<file path="config.mk">
export PLATFORM = sky130hd
export DESIGN_NAME = packet_reorder_receiver
export DESIGN_NICKNAME = d
export VERILOG_FILES = /design/src/rtl/prr_pkg.sv /design/src/rtl/prr_index_unit.sv /design/src/rtl/packet_reorder_receiver.sv
export VERILOG_INCLUDE_DIRS = /design/src /design/src/rtl
export SDC_FILE = /design/constraint.sdc
export NUM_CORES = 2
export LEC_CHECK = 0
export BUFFER_PORTS_ARGS = -buffer_cell sky130_fd_sc_hd__buf_4
export CAP_MARGIN = 10
export CORE_MARGIN = 3
export CORE_UTILIZATION = 55
export DETAILED_ROUTE_END_ITERATION = 10
export PLACE_DENSITY = 0.72
export SYNTH_ARGS = -nofsm -noshare
export SYNTH_HDL_FRONTEND = slang
export SYNTH_SLANG_ARGS = --single-unit
</file>
<file path="constraint.sdc">
create_clock -name clk -period 13 [get_ports clk]
set_clock_uncertainty 0.05 [all_clocks]
set_input_delay 1.3 -clock clk [delete_from_list [all_inputs] [get_ports clk]]
set_output_delay 1.3 -clock clk [all_outputs]
set_load 0.01 [all_outputs]
</file>
<file path="src/rtl/packet_reorder_receiver_assert.svh">
// Assertion macros for the packet reorder receiver.
`ifndef PACKET_REORDER_RECEIVER_ASSERT_SVH
`define PACKET_REORDER_RECEIVER_ASSERT_SVH

// Same-cycle implication, checked outside reset.
`define PRR_ASSERT_NOW(label, ante, cons, msg) \
  label: assert property (@(posedge clk) disable iff (rst) (ante) |-> (cons)) \
    else $error(msg);

// Next-cycle implication, checked outside reset.
`define PRR_ASSERT_NEXT(label, ante, cons, msg) \
  label: assert property (@(posedge clk) disable iff (rst) (ante) |=> (cons)) \
    else $error(msg);

`endif

</file>
<file path="src/rtl/prr_pkg.sv">
// Shared types and constants of the packet reorder receiver.
`default_nettype none

package prr_pkg;

  localparam int SEQ_W      = 32;
  localparam int SIZE_W     = 11;
  localparam int HANDLE_W   = 16;
  localparam int KIND_W     = 2;
  localparam int MAXBUF_W   = 6;
  localparam int OCC_W      = 7;
  localparam int PADDR_W    = 3;
  localparam int PDATA_W    = 32;

  localparam logic [MAXBUF_W-1:0] MAXBUF_RESET = 6'd63;

  // Register index, taken from paddr[2].
  localparam logic REG_MAX_BUFFERED = 1'b0;

  // Packet kinds on the input.
  localparam logic FUNC_FINISH = 1'b1;

  // Result kinds.
  localparam logic [KIND_W-1:0] KIND_DUP     = 2'd0;
  localparam logic [KIND_W-1:0] KIND_DELIVER = 2'd1;
  localparam logic [KIND_W-1:0] KIND_FINISH  = 2'd2;

  typedef enum logic [2:0] {
    S_IDLE,
    S_CLASSIFY,
    S_EMIT,
    S_ADVANCE,
    S_DRAIN
  } state_t;

  typedef enum logic {
    OP_SUB,
    OP_INC
  } idx_op_t;

  typedef struct packed {
    logic [SEQ_W-1:0] value;
    logic             borrow;
    logic             zero;
  } idx_result_t;

endpackage

`default_nettype wire

</file>
<file path="src/rtl/prr_index_unit.sv">
// Shared 32-bit index unit: sequence difference and index increment.
`default_nettype none

module prr_index_unit
  import prr_pkg::*;
(
  input  idx_op_t          op,
  input  logic [SEQ_W-1:0] a,
  input  logic [SEQ_W-1:0] b,
  output idx_result_t      res
);

  logic [SEQ_W:0] operand;
  logic [SEQ_W:0] sum;

  // Subtraction is a + ~b + 1; increment is a + 0 + 1.
  always_comb begin
    operand = (op == OP_SUB) ? {1'b1, ~b} : '0;
    sum     = {1'b0, a} + operand + {{SEQ_W{1'b0}}, 1'b1};
    res.value  = sum[SEQ_W-1:0];
    // With the one-extended operand the top bit is the sign of a - b.
    res.borrow = (op == OP_SUB) ? sum[SEQ_W] : 1'b0;
    res.zero   = (sum[SEQ_W-1:0] == '0);
  end

endmodule

`default_nettype wire

</file>
<file path="src/rtl/packet_reorder_receiver.sv">
// Packet reorder receiver: a dropped, stored or ignored item stalls input in S_CLASSIFY.
// An item with results loads its first result into the output register in S_EMIT, after
// S_CLASSIFY and once the output is free; each buffered descriptor released behind it
// passes S_ADVANCE (shared index increment, slot RAM read) and S_DRAIN (transfer).
// Reset clears the expected index, ring head, slot valid bits, occupancy and the
// finished flag at once; max_buffered returns to 63. Slot payload RAM is not cleared.
`default_nettype none

module packet_reorder_receiver
  import prr_pkg::*;
#(
  parameter int WINDOW = 64
) (
  input  logic                 clk,
  input  logic                 rst,

  input  logic                 in_valid,
  output logic                 in_stall,
  input  logic                 func,
  input  logic [SEQ_W-1:0]     seq_index,
  input  logic [SIZE_W-1:0]    payload_size,
  input  logic [HANDLE_W-1:0]  payload_handle,

  output logic                 out_valid,
  input  logic                 out_stall,
  output logic [KIND_W-1:0]    kind,
  output logic [SEQ_W-1:0]     ack_index,
  output logic [SIZE_W-1:0]    ack_size,
  output logic [HANDLE_W-1:0]  deliver_handle,
  output logic [SIZE_W-1:0]    deliver_size,
  output logic                 last,

  input  logic                 psel,
  input  logic                 penable,
  input  logic                 pwrite,
  input  logic [PADDR_W-1:0]   paddr,
  input  logic [PDATA_W-1:0]   pwdata,
  output logic [PDATA_W-1:0]   prdata,
  output logic                 pready
);

  localparam int AW = (WINDOW > 1) ? $clog2(WINDOW) : 1;
  localparam int EW = SIZE_W + HANDLE_W;

  state_t state, state_next;

  logic [SEQ_W-1:0]    expected_index;
  logic [AW-1:0]       head;
  logic [WINDOW-1:0]   slot_valid;
  logic [OCC_W-1:0]    occupancy;
  logic                finished;
  logic [MAXBUF_W-1:0] max_buffered;

  logic                func_q;
  logic [SEQ_W-1:0]    seq_q;
  logic [SIZE_W-1:0]   size_q;
  logic [HANDLE_W-1:0] handle_q;
  logic [KIND_W-1:0]   pend_kind;

  logic [EW-1:0]       slot_mem [WINDOW];
  logic [EW-1:0]       rd_data;

  idx_op_t             unit_op;
  idx_result_t         unit_res;

  logic [AW-1:0]       head_inc;
  logic [AW:0]         slot_sum;
  logic [AW-1:0]       slot_sel;
  logic                out_free;
  logic                out_take;
  logic                in_take;
  logic                far_future;
  logic                buf_full;

  // Control decoded from state.
  logic                do_finish;
  logic                do_store;
  logic                do_overwrite;
  logic                do_emit;
  logic                do_advance;
  logic                do_drain;
  logic [KIND_W-1:0]   class_kind;

  prr_index_unit u_index (
    .op  (unit_op),
    .a   ((unit_op == OP_SUB) ? seq_q : expected_index),
    .b   (expected_index),
    .res (unit_res)
  );

  assign unit_op  = (state == S_ADVANCE) ? OP_INC : OP_SUB;
  assign in_stall = (state != S_IDLE);
  assign in_take  = in_valid && !in_stall;
  assign out_take = out_valid && !out_stall;
  assign out_free = !out_valid || !out_stall;
  assign pready   = 1'b1;

  assign head_inc   = (head == AW'(WINDOW - 1)) ? '0 : head + 1'b1;
  assign slot_sum   = {1'b0, head} + {1'b0, unit_res.value[AW-1:0]};
  assign slot_sel   = (slot_sum >= (AW+1)'(WINDOW)) ? AW'(slot_sum - (AW+1)'(WINDOW))
                                                    : slot_sum[AW-1:0];
  assign far_future = (unit_res.value >= SEQ_W'(WINDOW));
  assign buf_full   = (occupancy >= {1'b0, max_buffered});

  always_comb begin
    if (func_q == FUNC_FINISH) begin
      class_kind = KIND_FINISH;
    end else if (unit_res.borrow) begin
      class_kind = KIND_DUP;
    end else begin
      class_kind = KIND_DELIVER;
    end
  end

  // Next state.
  always_comb begin
    state_next = state;
    case (state)
      S_IDLE: begin
        if (in_take) state_next = S_CLASSIFY;
      end
      S_CLASSIFY: begin
        if (finished) begin
          state_next = S_IDLE;
        end else if (func_q == FUNC_FINISH || unit_res.borrow || unit_res.zero) begin
          state_next = S_EMIT;
        end else begin
          state_next = S_IDLE;
        end
      end
      S_EMIT: begin
        if (out_free) state_next = (pend_kind == KIND_DELIVER) ? S_ADVANCE : S_IDLE;
      end
      S_ADVANCE: begin
        state_next = slot_valid[head_inc] ? S_DRAIN : S_IDLE;
      end
      S_DRAIN: begin
        if (out_free) state_next = S_ADVANCE;
      end
      default: state_next = S_IDLE;
    endcase
  end

  // Control outputs.
  always_comb begin
    do_finish    = 1'b0;
    do_store     = 1'b0;
    do_overwrite = 1'b0;
    do_emit      = 1'b0;
    do_advance   = 1'b0;
    do_drain     = 1'b0;
    case (state)
      S_CLASSIFY: begin
        if (!finished) begin
          if (func_q == FUNC_FINISH) begin
            do_finish = 1'b1;
          end else if (!unit_res.borrow && !unit_res.zero && !far_future) begin
            do_overwrite = slot_valid[slot_sel];
            do_store     = !slot_valid[slot_sel] && !buf_full;
          end
        end
      end
      S_EMIT:    do_emit    = out_free;
      S_ADVANCE: do_advance = 1'b1;
      S_DRAIN:   do_drain   = out_free;
      default: ;
    endcase
  end

  always_ff @(posedge clk) begin
    if (rst) begin
      state          <= S_IDLE;
      expected_index <= '0;
      head           <= '0;
      slot_valid     <= '0;
      occupancy      <= '0;
      finished       <= 1'b0;
      max_buffered   <= MAXBUF_RESET;
      out_valid      <= 1'b0;
    end else begin
      state <= state_next;
      if (psel && penable && pwrite && paddr[2] == REG_MAX_BUFFERED) begin
        max_buffered <= pwdata[MAXBUF_W-1:0];
      end
      if (do_finish) finished <= 1'b1;
      if (do_store) begin
        slot_valid[slot_sel] <= 1'b1;
        occupancy            <= occupancy + 1'b1;
      end
      if (do_advance) begin
        expected_index <= unit_res.value;
        head           <= head_inc;
      end
      if (do_drain) begin
        slot_valid[head] <= 1'b0;
        occupancy        <= occupancy - 1'b1;
      end
      if (do_emit || do_drain) begin
        out_valid <= 1'b1;
      end else if (out_take) begin
        out_valid <= 1'b0;
      end
    end
  end

  // Item capture and classification result.
  always_ff @(posedge clk) begin
    if (in_take) begin
      func_q   <= func;
      seq_q    <= seq_index;
      size_q   <= payload_size;
      handle_q <= payload_handle;
    end
    if (state == S_CLASSIFY) pend_kind <= class_kind;
  end

  // Slot payload RAM: one write port, one registered read port.
  always_ff @(posedge clk) begin
    if (do_store || do_overwrite) slot_mem[slot_sel] <= {size_q, handle_q};
    if (do_advance) rd_data <= slot_mem[head_inc];
  end

  // Output register.
  always_ff @(posedge clk) begin
    if (do_emit) begin
      kind      <= pend_kind;
      ack_index <= seq_q;
      ack_size  <= size_q;
      if (pend_kind == KIND_DELIVER) begin
        deliver_handle <= handle_q;
        deliver_size   <= size_q;
        last           <= !slot_valid[head_inc];
      end else begin
        deliver_handle <= '0;
        deliver_size   <= '0;
        last           <= 1'b1;
      end
    end else if (do_drain) begin
      kind           <= KIND_DELIVER;
      ack_index      <= expected_index;
      ack_size       <= rd_data[EW-1:HANDLE_W];
      deliver_handle <= rd_data[HANDLE_W-1:0];
      deliver_size   <= rd_data[EW-1:HANDLE_W];
      last           <= !slot_valid[head_inc];
    end
  end

  always_comb begin
    if (paddr[2] == REG_MAX_BUFFERED) begin
      prdata = {{(PDATA_W-MAXBUF_W){1'b0}}, max_buffered};
    end else begin
      prdata = '0;
    end
  end

`include "packet_reorder_receiver_assert.svh"

  `PRR_ASSERT_NOW(a_occ_matches_valid, 1'b1,
                  occupancy == OCC_W'($countones(slot_valid)),
                  "occupancy disagrees with slot valid bits")
  `PRR_ASSERT_NOW(a_drain_slot_valid, state == S_DRAIN, slot_valid[head],
                  "draining a slot that holds no descriptor")
  `PRR_ASSERT_NEXT(a_advance_increments, state == S_ADVANCE,
                   expected_index == $past(expected_index) + 32'd1,
                   "expected index did not advance by one")

endmodule

`default_nettype wire

</file>
==> metrics <==
Starting DRT DRC Count=5746; R2R Setup Slk=4.32 ns; die area=0.153 mm^2; Top FF cell, synth=edfxtp_1; Fmax=115 MHz; layout cells sized above 1=26.4%; Ports=210; Gate Count Post-Synth=4385; Skew-Pair Late Insertion Delay=0.83 ns; register area=0.0592 mm^2; Detail Route Antenna Nets=0; Seq/Total Area, Yosys=72.4%; most common cell after layout, fill and taps aside=edfxtp_1; largest net degree at the start of global routing=145; Die Wd=391 um; drt total wl=204 mm; Max Slew Vio Count=0; Tcrit/Tclk final=66.8%; PwrDens=143 mW/mm^2; area of the multi-input gates=0.0217 mm^2; first drt pass iteration count=6; post-synthesis register bit count=2010; Hold EP=max_buffered[4]; Synth cell types=81; Setup-failing EPs final=0; Initial Util=55.7%; TritonCTS buffer count=192; first-pass GRT wire length=296 mm; status=completed; Crit. End Element=flip-flop; unrepaired setup endpoints after global routing=no; hold depth=1; critical path class=reg2reg; DRC=0; Post-synth ARST share=0%; # hold bufs at CTS=0; setup TNS=0 ns; vias in the first global route=42593; worst r2r src=state[1]; total track usage=27.0%; Fill cells=9946; GPL Wtd Cong=0.927; minimum clock period after layout=8.68 ns; final hold vios=0; Required @ worst endpoint=13.37 ns; CP max FO=77; CTS tree=done; EDFF count, synth=1890; internal power=10.4 mW; post_cts resized=0; sw frac=20.9%; Worst slew margin=15.2%; clock slew seen by the registers of the worst setup and hold paths=0.06 ns; htree depth=4; hold path start=max_buffered[4]; peak supply drop=106 uV; DIE HEIGHT=391 um; I/O Buffers=154; yosys warns=0; Hold Crit Class=reg2reg; routed len/inst=30.6 um; Leak=29.3 nW; Post-Syn Area=0.0817 mm^2; Max clock buf depth=3; DR vias=43033; area growth from synthesis to layout=12.4%; Mean Syn Cell Area=18.6 um^2; Clk pwr share=42.2%; CTS Root Cell=clkbuf_16; # rows=140; fin nets=4740; postcts setup bufs=0; Tot Pwr=13.2 mW; NetSw=2.75 mW; Worst R2R End=slot_mem[63][14]; commonest non-fill, non-tap cells in the layout=edfxtp_1, mux4_2, nand2_1, buf_4, nor2_1; reg2reg path depth=19; Worst EP arrival=9.05 ns; CTS sink count=2010; area of the core=0.147 mm^2; DPL Wire Length=113 mm; via-per-instance ratio=6.46; initial antenna violation count=9; Tightest Pin Transition=1.27 ns; Flop pwr share=54.0%; startpoint types=flip-flop; Comb power frac=3.8%; Max-Cap Viols=0; Remaining Overflow, GRT=0
[kinds of logic after synthesis]
family                     synth area share, %
AOI/OAI and AO/OA                         3.25
and+or+nand+nor                           5.32
buffers and inverters                     1.92
DFF                                       72.4
other                                  0.00919
muxes                                     15.9
xor gates and xnor gates                 0.392
adders and majority gates                0.824
[worst max path at each step]
stage / start / to / slack [ns] / cells after the start
after floorplan: state[1] / slot_mem[61][0] / 5.62 / 17
after global placement: state[1] / slot_mem[52][11] / 4.47 / 19
after detailed placement: state[1] / slot_mem[20][17] / 4.38 / 19
after CTS: state[1] / slot_mem[63][11] / 4.36 / 19
after global routing: state[1] / slot_mem[62][10] / 3.93 / 20
final: state[1] / slot_mem[63][14] / 4.32 / 19
[flip-flops by register name (all words and copies together) (netlist names), 7 cells and up]
register and count:
slot_mem 1728, slot_valid 64, ack_index 32, expected_index 32
seq_q 32, rd_data 27, deliver_handle 16, handle_q 16
ack_size 11, deliver_size 11, size_q 11, occupancy 7
[synthesized netlist by cell type, drive strengths merged, types with 4 or more instances]
master,instances,area share [%]
o22ai,4,0.031
o21a,8,0.073
a21boi,4,0.041
mux2i,16,0.20
a21o,21,0.19
nor3,35,0.21
xor2,16,0.17
o211ai,8,0.073
nor2b,31,0.24
clkbuf,170,0.78
o31ai,4,0.054
xnor2,18,0.19
and2,30,0.23
ha,49,0.75
buf,104,0.69
nand2,427,2.0
inv,97,0.45
a211oi,104,1.3
nand4,77,0.59
nand2b,15,0.11
nand3,50,0.31
dfxtp,120,2.9
mux2,6,0.083
o21bai,5,0.046
a21oi,72,0.44
o21ai,43,0.26
nor3b,6,0.055
nand3b,4,0.037
mux4,567,16
edfxtp,1890,69
or4,4,0.041
nor2,276,1.3
and3,5,0.051
or3,12,0.092
a211o,6,0.064
a31oi,33,0.27
[layer usage]
metal  wire [um]  part of all wire [%]  GRT usage (%)  vias up
li1            -                     -              -    17983
met1       79700                    39           38.5    22442
met2       98400                    48           42.7     2278
met3       19000                   9.3           4.85      330
met4        6720                   3.3           8.98        0
met5           0                     0              0        -
[power by group through the flow]
stage          clock network, mW  logic [mW]  registers, mW
2_1_floorplan                  0       0.242           7.31
3_3_place_gp                   0       0.481           7.26
3_5_place_dp                   0       0.492           7.26
4_1_cts                     5.63       0.494           7.12
5_1_grt                     5.87       0.534           7.12
6_report                    5.56       0.499           7.12
[final cells by class]
cell class / instances / area share [%]
timing repair buffer: 256 / 2.17
sequential: 2010 / 64.4
antenna: 1 / 0.00272
clock buffer: 244 / 5.57
clock inverter: 107 / 1.21
multi-input combinational: 2028 / 23.6
inverter: 98 / 0.403
tap: 1917 / 2.61
[worst max-delay path: stages, from the launching register on]
cell	delay, ns
dfxtp_1	0.51
nand3b_1	0.13
buf_4	0.37
inv_4	0.66
buf_4	0.74
nor2_1	0.17
fa_1	0.65
inv_1	0.08
fa_1	0.42
buf_4	0.25
inv_1	0.71
o221ai_1	0.24
a2111oi_0	0.77
a311o_1	0.31
nand3_1	0.13
a21o_1	0.19
nand2_1	0.12
nand4_1	0.12
buf_4	0.45
nor2_4	1.05
[metrics by stage]
stage	std cells	instance area [um^2]	util, %	worst slack [ns]	hold WS, ns
finish	6661	91900	62.7	4.32	0.413
global route	6661	91900	62.7	3.93	0.430
CTS	6659	91900	62.7	4.36	0.416
detailed placement	6308	85600	58.4	4.38	0.403
global placement	6307	85600	58.4	4.47	0.393
floorplan	4410	81800	-	5.62	0.385
Note: power is estimated with default switching activity, not from simulation.
